--- src/sv/acfb_pkg.sv ---
`timescale 1ns / 1ps
package acfb_pkg;

  localparam int POS_W      = 6;
  localparam int CFG_ADDR_W = 3;
  localparam int CFG_DATA_W = 3;

  typedef enum logic [CFG_ADDR_W-1:0] {
    REG_BEEPER_EN   = 3'd0,
    REG_DISPLAY_EN  = 3'd1,
    REG_VERT_SWING  = 3'd2,
    REG_HORIZ_SWING = 3'd3,
    REG_VERT_FIX    = 3'd4,
    REG_HORIZ_FIX   = 3'd5
  } cfg_idx_t;

  localparam logic [2:0] OPM_AUTO = 3'd1;
  localparam logic [2:0] OPM_COOL = 3'd2;
  localparam logic [2:0] OPM_DRY  = 3'd3;
  localparam logic [2:0] OPM_FAN  = 3'd4;
  localparam logic [2:0] OPM_HEAT = 3'd5;

  localparam logic [2:0] FAN_LOW        = 3'd1;
  localparam logic [2:0] FAN_MEDIUM     = 3'd2;
  localparam logic [2:0] FAN_HIGH       = 3'd3;
  localparam logic [2:0] FAN_LOW_MED    = 3'd4;
  localparam logic [2:0] FAN_MED_HIGH   = 3'd5;
  localparam logic [2:0] FAN_SILENT     = 3'd6;
  localparam logic [2:0] FAN_BOOST      = 3'd7;

  localparam logic [1:0] PRESET_ECO     = 2'd1;
  localparam logic [1:0] PRESET_SLEEP   = 2'd2;
  localparam logic [1:0] PRESET_COMFORT = 2'd3;

  localparam logic [2:0] FIX_MAX   = 3'd5;
  localparam logic [1:0] VPAT_MAX  = 2'd2;
  localparam logic [5:0] TEMP_MIN  = 6'd16;
  localparam logic [5:0] TEMP_MAX  = 6'd31;

  typedef struct packed {
    logic [1:0] preset;
    logic [1:0] swing;
    logic [2:0] fan;
    logic [3:0] temp_off;   // target - 16
    logic [2:0] mode;
  } req_t;

  typedef struct packed {
    logic       beep;
    logic       disp;
    logic [1:0] vert_pat;
    logic [1:0] horiz_pat;
    logic [2:0] vert_fix;
    logic [2:0] horiz_fix;
  } cfg_t;

  typedef struct packed {
    logic full;
    logic empty;
  } q_status_t;

  function automatic logic [7:0] frame_byte_f(input logic [POS_W-1:0] pos,
                                              input req_t r, input cfg_t c);
    logic       on;
    logic [7:0] b;
    on = (r.mode == OPM_AUTO) || (r.mode == OPM_COOL) || (r.mode == OPM_DRY) ||
         (r.mode == OPM_FAN) || (r.mode == OPM_HEAT);
    b  = 8'h00;
    case (pos)
      6'd0: b = 8'hBB;
      6'd2: b = 8'h01;
      6'd3: b = 8'h03;
      6'd4: b = 8'h20;
      6'd5: b = 8'h03;
      6'd6: b = 8'h01;
      6'd7: begin
        if (c.beep) b = b | 8'h20;
        if (c.disp && on) b = b | 8'h40;
        if (on) b = b | 8'h04;
        if (r.preset == PRESET_ECO) b = b | 8'h80;
      end
      6'd8: begin
        case (r.mode)
          OPM_AUTO: b = 8'h08;
          OPM_COOL: b = 8'h03;
          OPM_DRY:  b = 8'h02;
          OPM_FAN:  b = 8'h07;
          OPM_HEAT: b = 8'h01;
          default:  b = 8'h00;
        endcase
        if (r.fan == FAN_SILENT) b = b | 8'h80;
        if (r.fan == FAN_BOOST) b = b | 8'h40;
        if (r.preset == PRESET_COMFORT) b = b | 8'h10;
      end
      6'd9: b = {4'h0, ~r.temp_off};   // 31 - target
      6'd10: begin
        case (r.fan)
          FAN_LOW:      b = 8'h01;
          FAN_MEDIUM:   b = 8'h03;
          FAN_HIGH:     b = 8'h05;
          FAN_LOW_MED:  b = 8'h06;
          FAN_MED_HIGH: b = 8'h07;
          default:      b = 8'h00;
        endcase
        if (r.swing[0]) b = b | 8'h38;
      end
      6'd11: if (r.swing[1]) b = 8'h08;
      6'd13: b = 8'h01;
      6'd19: if (r.preset == PRESET_SLEEP) b = 8'h01;
      6'd32: begin
        if (c.vert_pat <= VPAT_MAX) b = {3'b000, c.vert_pat + 2'd1, 3'b000};
        if (c.vert_fix <= FIX_MAX) b = b | {5'd0, c.vert_fix};
      end
      6'd33: begin
        b = {2'b00, {1'b0, c.horiz_pat} + 3'd1, 3'b000};
        if (c.horiz_fix <= FIX_MAX) b = b | {5'd0, c.horiz_fix};
      end
      default: b = 8'h00;
    endcase
    return b;
  endfunction

endpackage

--- src/sv/acfb_front.sv ---
`timescale 1ns / 1ps
module acfb_front (
  input  logic                 in_tvalid,
  output logic                 in_tready,
  input  logic [15:0]          in_tdata,   // op_mode, target_degrees, fan, swing, preset
  output logic                 push_valid,
  output acfb_pkg::req_t       push_req,
  input  acfb_pkg::q_status_t  q_status
);
  import acfb_pkg::*;

  logic [5:0] temp_in;
  logic [3:0] temp_off;

  assign temp_in = in_tdata[8:3];

  // saturate target to 16..31 and keep the offset only
  always_comb begin
    if (temp_in < TEMP_MIN) begin
      temp_off = 4'd0;
    end else if (temp_in > TEMP_MAX) begin
      temp_off = 4'd15;
    end else begin
      temp_off = temp_in[3:0];
    end
  end

  assign in_tready       = !q_status.full;
  assign push_valid      = in_tvalid && !q_status.full;
  assign push_req.mode     = in_tdata[2:0];
  assign push_req.temp_off = temp_off;
  assign push_req.fan      = in_tdata[11:9];
  assign push_req.swing    = in_tdata[13:12];
  assign push_req.preset   = in_tdata[15:14];

endmodule

--- src/sv/acfb_queue.sv ---
`timescale 1ns / 1ps
module acfb_queue (
  input  logic                 clk,
  input  logic                 rst_n,
  input  logic                 push_valid,
  input  acfb_pkg::req_t       push_req,
  input  logic                 pop,
  output acfb_pkg::req_t       pop_req,
  output acfb_pkg::q_status_t  q_status
);
  import acfb_pkg::*;

  req_t       mem_r [2];
  logic       wr_ptr_r, wr_ptr_nxt;
  logic       rd_ptr_r, rd_ptr_nxt;
  logic [1:0] cnt_r, cnt_nxt;
  logic       do_push, do_pop;

  assign q_status.full  = (cnt_r == 2'd2);
  assign q_status.empty = (cnt_r == 2'd0);
  assign do_push = push_valid && !q_status.full;
  assign do_pop  = pop && !q_status.empty;
  assign pop_req = mem_r[rd_ptr_r];

  always_comb begin
    wr_ptr_nxt = do_push ? !wr_ptr_r : wr_ptr_r;
    rd_ptr_nxt = do_pop ? !rd_ptr_r : rd_ptr_r;
    cnt_nxt    = cnt_r + {1'b0, do_push} - {1'b0, do_pop};
  end

  always_ff @(posedge clk) begin
    if (!rst_n) begin
      wr_ptr_r <= 1'b0;
      rd_ptr_r <= 1'b0;
      cnt_r    <= 2'd0;
    end else begin
      wr_ptr_r <= wr_ptr_nxt;
      rd_ptr_r <= rd_ptr_nxt;
      cnt_r    <= cnt_nxt;
    end
  end

  always_ff @(posedge clk) begin
    if (do_push) begin
      mem_r[wr_ptr_r] <= push_req;
    end
  end

endmodule

--- src/sv/acfb_back.sv ---
`timescale 1ns / 1ps
module acfb_back #(
  parameter int FRAME_BYTES = 38
) (
  input  logic                 clk,
  input  logic                 rst_n,
  input  acfb_pkg::cfg_t       cfg,
  input  acfb_pkg::req_t       pop_req,
  input  acfb_pkg::q_status_t  q_status,
  output logic                 pop,
  output logic                 out_tvalid,
  input  logic                 out_tready,
  output logic [15:0]          out_tdata,  // frame_byte, byte_position, zero pad
  output logic                 out_tlast   // frame_end
);
  import acfb_pkg::*;

  localparam logic [POS_W-1:0] LAST_POS = POS_W'(FRAME_BYTES - 1);

  logic             busy_r, busy_nxt;
  req_t             req_r, req_nxt;
  logic [POS_W-1:0] cnt_r, cnt_nxt;
  logic [7:0]       xor_r, xor_nxt;
  logic             ov_r, ov_nxt;
  logic [7:0]       ob_r, ob_nxt;
  logic [POS_W-1:0] opos_r, opos_nxt;
  logic             olast_r, olast_nxt;
  logic             issue, at_last;
  logic [7:0]       cur_byte;

  assign issue    = busy_r && (!ov_r || out_tready);
  assign at_last  = (cnt_r == LAST_POS);
  assign cur_byte = at_last ? xor_r : frame_byte_f(cnt_r, req_r, cfg);
  // take the next request as the last byte of this one goes out
  assign pop      = !q_status.empty && (!busy_r || (issue && at_last));

  always_comb begin
    busy_nxt  = busy_r;
    req_nxt   = req_r;
    cnt_nxt   = cnt_r;
    xor_nxt   = xor_r;
    ov_nxt    = ov_r && !out_tready;
    ob_nxt    = ob_r;
    opos_nxt  = opos_r;
    olast_nxt = olast_r;
    if (issue) begin
      ov_nxt    = 1'b1;
      ob_nxt    = cur_byte;
      opos_nxt  = cnt_r;
      olast_nxt = at_last;
      cnt_nxt   = cnt_r + POS_W'(1);
      xor_nxt   = xor_r ^ cur_byte;
      if (at_last) begin
        busy_nxt = 1'b0;
      end
    end
    if (pop) begin
      busy_nxt = 1'b1;
      req_nxt  = pop_req;
      cnt_nxt  = '0;
      xor_nxt  = 8'h00;
    end
  end

  always_ff @(posedge clk) begin
    if (!rst_n) begin
      busy_r <= 1'b0;
      ov_r   <= 1'b0;
      cnt_r  <= '0;
      xor_r  <= 8'h00;
    end else begin
      busy_r <= busy_nxt;
      ov_r   <= ov_nxt;
      cnt_r  <= cnt_nxt;
      xor_r  <= xor_nxt;
    end
  end

  always_ff @(posedge clk) begin
    req_r   <= req_nxt;
    ob_r    <= ob_nxt;
    opos_r  <= opos_nxt;
    olast_r <= olast_nxt;
  end

  assign out_tvalid = ov_r;
  assign out_tdata  = {{(16 - 8 - POS_W){1'b0}}, opos_r, ob_r};
  assign out_tlast  = olast_r;

endmodule

--- src/sv/ac_control_frame_builder_unit.sv ---
`timescale 1ns / 1ps
// Builds the UART control frame for a split air conditioner. Each request on
// the in_ channel (mode, target, fan, swing, preset) yields FRAME_BYTES result
// bytes on the out_ channel, header first and XOR checksum last with tlast
// set. The back-end sequencer emits one byte per clock unless out_tready holds
// it back; frames follow one another with no gap while requests are queued.
// A two-entry request queue sits between the input and the sequencer, so
// up to two requests are taken while a frame is still going out. Louver,
// beeper and display settings come from the cfg_ write port and apply to
// every frame built while they hold.
module ac_control_frame_builder_unit #(
  parameter int FRAME_BYTES = 38
) (
  input  logic                            clk,
  input  logic                            rst_n,
  input  logic                            in_tvalid,
  output logic                            in_tready,
  input  logic [15:0]                     in_tdata,   // op_mode[2:0], target_degrees[8:3],
                                                      // fan_setting[11:9], swing_setting[13:12],
                                                      // preset_setting[15:14]
  output logic                            out_tvalid,
  input  logic                            out_tready,
  output logic [15:0]                     out_tdata,  // frame_byte[7:0], byte_position[13:8]
  output logic                            out_tlast,  // frame_end
  input  logic                            cfg_we,
  input  logic [acfb_pkg::CFG_ADDR_W-1:0] cfg_addr,
  input  logic [acfb_pkg::CFG_DATA_W-1:0] cfg_wdata
);
  import acfb_pkg::*;

  cfg_t      cfg_r, cfg_nxt;
  logic      push_valid;
  req_t      push_req;
  req_t      pop_req;
  logic      pop;
  q_status_t q_status;

  always_comb begin
    cfg_nxt = cfg_r;
    if (cfg_we) begin
      case (cfg_addr)
        REG_BEEPER_EN:   cfg_nxt.beep      = cfg_wdata[0];
        REG_DISPLAY_EN:  cfg_nxt.disp      = cfg_wdata[0];
        REG_VERT_SWING:  cfg_nxt.vert_pat  = cfg_wdata[1:0];
        REG_HORIZ_SWING: cfg_nxt.horiz_pat = cfg_wdata[1:0];
        REG_VERT_FIX:    cfg_nxt.vert_fix  = cfg_wdata;
        REG_HORIZ_FIX:   cfg_nxt.horiz_fix = cfg_wdata;
        default:         cfg_nxt = cfg_r;
      endcase
    end
  end

  always_ff @(posedge clk) begin
    if (!rst_n) begin
      cfg_r <= '0;
    end else begin
      cfg_r <= cfg_nxt;
    end
  end

  acfb_front u_front (
    .in_tvalid  (in_tvalid),
    .in_tready  (in_tready),
    .in_tdata   (in_tdata),
    .push_valid (push_valid),
    .push_req   (push_req),
    .q_status   (q_status)
  );

  acfb_queue u_queue (
    .clk        (clk),
    .rst_n      (rst_n),
    .push_valid (push_valid),
    .push_req   (push_req),
    .pop        (pop),
    .pop_req    (pop_req),
    .q_status   (q_status)
  );

  acfb_back #(
    .FRAME_BYTES (FRAME_BYTES)
  ) u_back (
    .clk        (clk),
    .rst_n      (rst_n),
    .cfg        (cfg_r),
    .pop_req    (pop_req),
    .q_status   (q_status),
    .pop        (pop),
    .out_tvalid (out_tvalid),
    .out_tready (out_tready),
    .out_tdata  (out_tdata),
    .out_tlast  (out_tlast)
  );

  // tlast marks exactly the checksum position
  a_last_pos: assert property (@(posedge clk) disable iff (!rst_n)
    out_tvalid |-> (out_tlast == (out_tdata[13:8] == 6'(FRAME_BYTES - 1))))
    else $error("tlast does not match last byte position");

  // output stream never goes idle mid-frame
  a_frame_start: assert property (@(posedge clk) disable iff (!rst_n)
    $rose(out_tvalid) |-> (out_tdata[13:8] == 6'd0))
    else $error("output resumed in the middle of a frame");

  // a completed frame ends on the checksum byte position, never past it
  a_pos_range: assert property (@(posedge clk) disable iff (!rst_n)
    out_tvalid |-> (out_tdata[13:8] <= 6'(FRAME_BYTES - 1)))
    else $error("byte position beyond frame length");

endmodule

--- config.mk ---
export PLATFORM = sky130hd
export DESIGN_NAME = ac_control_frame_builder_unit
export DESIGN_NICKNAME = d
export VERILOG_FILES = /design/src/sv/acfb_pkg.sv /design/src/sv/acfb_front.sv /design/src/sv/acfb_queue.sv /design/src/sv/acfb_back.sv /design/src/sv/ac_control_frame_builder_unit.sv
export SDC_FILE = /design/constraint.sdc
export NUM_CORES = 1
export LEC_CHECK = 0
export BUFFER_PORTS_ARGS = -buffer_cell sky130_fd_sc_hd__buf_4
export CAP_MARGIN = 20
export CELL_PAD_IN_SITES_DETAIL_PLACEMENT = 0
export CELL_PAD_IN_SITES_GLOBAL_PLACEMENT = 1
export CORE_MARGIN = 4
export CORE_UTILIZATION = 47
export CTS_CLUSTER_SIZE = 20
export DETAILED_ROUTE_END_ITERATION = 7
export GPL_TIMING_DRIVEN = 0
export PLACE_DENSITY = 0.79
export SLEW_MARGIN = 10
export SYNTH_ARGS = -nofsm -noshare
export SYNTH_HDL_FRONTEND = slang
export SYNTH_HIERARCHICAL = 1
export SYNTH_SLANG_ARGS = --single-unit
--- constraint.sdc ---
create_clock -name clk -period 3.96 [get_ports clk]
set_input_delay 0.198 -clock clk [delete_from_list [all_inputs] [get_ports clk]]
set_output_delay 0.198 -clock clk [all_outputs]
set_load 0.02 [all_outputs]
# ---- Word level (Yosys, flattened, before mapping)
# Memories as Yosys holds them, arrays and structs flattened. A register that Yosys moved wholly into a read port is not among the register bits.
# Index checks and enable logic that the tools add are counted.
dict set report classes {
  addsub 5
  n_eq_ne 36
  muxes 26
  bitwise_logic 5
  n_lt_le_gt_ge 5
  reduce_logical 36
}
# operator n
set ops {}
lappend ops {{one-hot mux 8 bit (12 select lines)} 1}
lappend ops {{2-to-1 mux 8 bit} 6}
lappend ops {{== test 6 x 4 -> 1 bit (second input constant)} 5}
lappend ops {{== test 3 bit (second input constant)} 8}
lappend ops {{== test 6 x 3 -> 1 bit (second input constant)} 4}
lappend ops {{one-hot mux 4 bit (5 select lines)} 1}
lappend ops {{== test 3 x 2 -> 1 bit (second input constant)} 6}
lappend ops {{== test 6 bit (second input constant)} 3}
lappend ops {{one-hot mux 3 bit (5 select lines)} 1}
lappend ops {{2-to-1 mux 7 bit} 2}
lappend ops {{AND reduction 2 bit} 7}
lappend ops {{== test 6 x 2 -> 1 bit (second input constant)} 2}
lappend ops {{2-to-1 mux 4 bit} 3}
lappend ops {{2-to-1 mux 6 bit} 2}
lappend ops {{2-to-1 mux 5 bit} 2}
lappend ops {{== test 3 x 1 -> 1 bit (second input constant)} 3}
lappend ops {{logical AND 1 bit} 8}
lappend ops {{OR 8 x 3 -> 8 bit} 1}
lappend ops {{XOR 8 bit} 1}
lappend ops {{logical NOT 1 bit} 7}
lappend ops {{2-to-1 mux 1 bit} 7}
lappend ops {{adder 6 x 1 -> 6 bit (second input constant)} 1}
lappend ops {{== test 2 bit (second input constant)} 3}
lappend ops {{== test 6 x 5 -> 1 bit (second input constant)} 1}
lappend ops {{20 further kinds} 28}
dict set report word_totals {
  mem_count 1
  ram_bits 28
  reg_bits 47
  wordCells 130
}
# name words word_bits rd rd_clocked_by_memory_dff wr line_no
set memory_table {}
lappend memory_table {u_queue.mem_r 2 14 1 1 1 acfb_queue.sv:13} ;# req_t mem_r [2];

# ---- Depth between registers and ports, before layout
dict set report logic_depth {
  depth_word 12
  ltp_mapped 13
  depth_no_buf 12
}

# ---- Modules after synthesis
# Netlist, hierarchy kept.
# mod area_per_inst_um2 seq_area_each_um2 n_inst cells_per_inst
set modules_own_cells {}
lappend modules_own_cells {acfb_back 2245.9 1191.1 1 210}
lappend modules_own_cells {acfb_queue 1243.7 940.9 1 70}
lappend modules_own_cells {ac_control_frame_builder_unit 495.5 240.2 1 46}
lappend modules_own_cells {acfb_front 115.1 0.0 1 16}

# ---- Least setup slack after synthesis
# No wires, ideal clock.
dict set report synth_timing {
  path_type {flip-flop to flip-flop}
  startpoint {register u_back.cnt_r[0]}
  endpoint {register u_queue.cnt_r[1]}
  arrival_ps 2749
  path_slack_ps 1096
  stages_incl_launch_ff 13
  setup_ps 115
  synth_period_minus_slack_ps 2864
  path_buffers 1
  path_cell_list {dfxtp_1 > ha_1 > and3b_1 > buf_2 > a31oi_1 > nor2_1 > o21a_1 > ha_1 > inv_1 > ha_1 > xor2_1 > and2_1 > nor3_1}
}
dict set report synth_via {
  elab_chain_cells 6
}
# element line_no
set synth_lines {}
lappend synth_lines {{start: declaration} acfb_back.sv:22} ;# logic [POS_W-1:0] cnt_r, cnt_nxt;
lappend synth_lines {{start signal: assignment} acfb_back.sv:74} ;# cnt_r <= cnt_nxt;
lappend synth_lines {{== test 6 bit} acfb_back.sv:32} ;# assign at_last = (cnt_r == LAST_POS);
lappend synth_lines {{logical AND 1 bit} acfb_back.sv:35} ;# assign pop = !q_status.empty && (!busy_r || (issue && at_last));
lappend synth_lines {{logical OR 1 bit} acfb_back.sv:35}
lappend synth_lines {{logical AND 1 bit} acfb_back.sv:35}
lappend synth_lines {{via pop} ac_control_frame_builder_unit.sv:35} ;# logic pop;
lappend synth_lines {{logical AND 1 bit} acfb_queue.sv:22} ;# assign do_pop = pop && !q_status.empty;
lappend synth_lines {{via u_queue.do_pop} acfb_queue.sv:17} ;# logic do_push, do_pop;
lappend synth_lines {{subtractor 2 x 1 -> 2 bit} acfb_queue.sv:28} ;# cnt_nxt = cnt_r + {1'b0, do_push} - {1'b0, do_pop};
lappend synth_lines {{end signal: assignment} acfb_queue.sv:39} ;# cnt_r <= cnt_nxt;
lappend synth_lines {{end: declaration} acfb_queue.sv:16} ;# logic [1:0] cnt_r, cnt_nxt;
# The timed path passes the listed nets, and every way through them passes these cells.
# A chain may end at the register's enable or synchronous reset.

# ---- Worst setup path in the final report
dict set report layout_timing {
  startpoint {register u_back.cnt_r[1]}
  endpoint {register u_queue.cnt_r[1]}
}
# Same word-level chain as after synthesis.

==> impl_metrics.tcl <==
set metrics [dict create \
    status "finished, final reports clean" \
    worstHoldPathCells 1 \
    synth_cells 342 \
    drc 0 \
    nFillCells 743 \
    diodes_inserted 0 \
    achievable-frequency_ghz 0.3581 \
    detail_route.wirelength_mm 7.597 \
    yosys_top_cell_by_area "edfxtp_1" \
    yosys-top-cells-area "edfxtp_1, dfxtp_1, mux2_2" \
    first_global_vias 2552 \
    place_area_mm2 0.004491 \
    final_critical_period_ns 2.792 \
    critical_path.startpoint_type "flop" \
    pin_count_of_the_biggest_net_entering_global_routing 25 \
    rsz0062_at_grt "false" \
    synth.lib_cells_used.distinct 61 \
    dieHeight_um 101.4 \
    die_area_mm2 0.01028 \
    antenna_violations_before_repair 0 \
    worstMarginPinSlew_ns 0.7041 \
    synthFlopType "edfxtp_1" \
    min_from "in_tdata[11]" \
    detail_route.wl_per_cell_um 15.22 \
    dr_total_vias 2646 \
    place_hpwl_mm 5.529 \
    final_cell_area_mm2 0.004666 \
    via_per_instance_ratio 5.303 \
    detail_route.iter0.violations 123 \
    maxSlewHeadroom 0.5240 \
    worst_clock_skew_ns 0.009374 \
    rr_worst_depth 13 \
    placeableCoreArea_mm2 0.008341 \
    cp-end-kind "flop" \
    cts-root-buf "clkbuf_8" \
    ys_seq_elements 90 \
    die_width_um 101.4 \
    synth.top_cell.area_share 0.4175 \
    timing_hold_violations_final 0 \
    finish.cell_count_without_fillers 499 \
    gp_congestion 0.8682 \
    cp.arrival_ns 3.07 \
    cts-hold-fix-buffers 0 \
    post-cts-setup-buffer-count 0 \
    rrSetupSlack_ns 1.17 \
    required_ns 4.23 \
    cap_violations 0 \
    final_layout_size_suffix_gt1_frac 0.2234 \
    cts_max_level 3 \
    worst_skew_pair.late_latency_ns 0.35 \
    detail_route.first_pass.iterations 4 \
    synthToLayoutAreaGrowth_pct 13.79 \
    timing.critical_path.from "u_back/cnt_r[1]" \
    synth-async-reset-ratio 0 \
    numPortBuffers 33 \
    cts.repair.resized 0 \
    mappedNetlistArea_mm2 0.004100 \
    ir_worst_vdd_mv 0.3654 \
    numCtsBuffers 9 \
    finish.net_count 425 \
    tns_ns 0 \
    p_leak_uw 0.001740 \
    global_route.usage.total 0.1586 \
    rows 33 \
    clock_tree.buffer_depth 2 \
    r2r-start "u_back/cnt_r[1]" \
    cts_tree "yes" \
    synth-edff-count 57 \
    overflow 0 \
    synth-warning-count 6 \
    io_pins 46 \
    min_to "u_queue/mem_r[0][9]" \
    power.density_cell_area_mw_per_mm2 607.6 \
    finalCritPeriodShare 0.7051 \
    ant_nets 0 \
    worst_setup_hold_path_clk_slew_ns 0.09 \
    holdCritPathClass "in2reg" \
    post-place-cells 482 \
    worstReg2RegEnd "u_queue/cnt_r[1]" \
    wire_length_of_the_first_global_routing_pass_mm 12.56 \
    setup_viol_count_final 0 \
    syn_area_cell_um2 11.99 \
    peak_fanout_along_the_critical_path 10 \
    initial_utilization 0.4916 \
    slew_violations 0 \
    synth-seq-area-share 0.5786 \
    clock_sinks 90 \
    timing_worst_setup_path_type "reg2reg" \
]
## area by class of cell
cell class | instances | area, um^2 | share of cell area
Sequential cell | 90 | 2372 | 0.5084
Multi-Input combinational cell | 209 | 1494 | 0.3202
Timing Repair Buffer | 35 | 262.8 | 0.05632
Buffer | 22 | 155.1 | 0.03325
Tap cell | 105 | 131.4 | 0.02816
Clock buffer | 9 | 123.9 | 0.02655
Inverter | 22 | 82.58 | 0.01770
Clock inverter | 7 | 43.79 | 0.009386
## worst max path at each step
stage                       endpoint  slack, ns  depth (start not counted)
floorplan           u_queue/cnt_r[1]       1.10                         12
global placement    u_queue/cnt_r[1]       0.62                         12
detailed placement  u_queue/cnt_r[1]       0.52                         12
CTS                 u_queue/cnt_r[1]       0.51                         12
global route        u_queue/cnt_r[1]       0.86                         12
finish              u_queue/cnt_r[1]       1.17                         13
## kinds of logic (layout without fill, tap and decap cells)
family / Yosys count / in the layout / synth area share
simple gates: 114 / 114 / 0.1565
flops: 90 / 90 / 0.5786
buf+inv: 44 / 95 / 0.05798
compound gates: 43 / 43 / 0.07782
mux: 29 / 29 / 0.07507
xor+xnor: 12 / 12 / 0.02563
fa+ha+maj: 9 / 9 / 0.02746
other cells: 1 / 2 / 0.0009146
## through the flow
step / total power, uW / hold slack [ns] / utilization / worst slack (ns)
floorplan: 2041 / 0.3158 / - / 1.096
global placement: 2290 / 0.3824 / 0.5375 / 0.6211
detailed placement: 2320 / 0.3857 / 0.5384 / 0.5205
CTS: 2861 / 0.007930 / 0.5585 / 0.5065
global route: 3031 / 0.0001600 / 0.5594 / 0.8624
finish: 2835 / 0.02743 / 0.5594 / 1.168
## placed cells by master, fill, tap and decap left out, types with 6 or more instances in the layout
master,n
nor2_1,19
nand3_1,8
ha_1,9
inv_1,20
dfxtp_1,33
mux2i_1,15
buf_4,47
xor2_1,7
mux2_2,14
clkbuf_8,9
a21oi_1,6
nand4b_1,7
nand2_1,38
edfxtp_1,57
## flip-flops by register name (all words and copies together), names as in the netlist, 2 cells and up, named ones only
signal and count:
u_back/opos_r 6, u_back/cnt_r 6, u_back/req_r 14, u_back/xor_r 8, u_back/ob_r 8, cfg_r 12, u_queue/mem_r 28, u_queue/cnt_r 2
## power breakdown
part	leakage, uW	internal (uW)	switching, uW
Clock	0.0000784	225	312
Sequential	0.000794	1320	142
Combinational	0.000868	347	486
Total	0.00174	1890	940
## cell usage after synthesis (5+ instances only)
master    instances
a21o_1            5
a21oi_1           6
buf_4            12
dfxtp_1          33
edfxtp_1         57
ha_1              9
inv_1            20
mux2_2           14
mux2i_1          15
nand2_1          38
nand3_1           8
nand4_1           5
nand4b_1          7
nor2_1           19
nor3_1            5
xnor2_1           5
xor2_1            7
## layer usage
layer	global-route usage	wire, um	vias to the layer above
li1	-	-	1324
met1	0.2168	3546	1243
met2	0.2430	3492	69
met3	0.03444	411	10
met4	0.07055	146	0
met5	0	0	-
## critical path, stage by stage (launching register included)
cell,delay [ns]
dfxtp_1,0.43
inv_1,0.09
ha_1,0.27
and3b_1,0.21
buf_2,0.19
a31oi_1,0.30
nor2_1,0.17
o21a_1,0.16
ha_1,0.28
inv_1,0.04
ha_1,0.18
xor2_1,0.15
and2_1,0.15
nor3_1,0.12
Power figures use the tool's default switching activity.
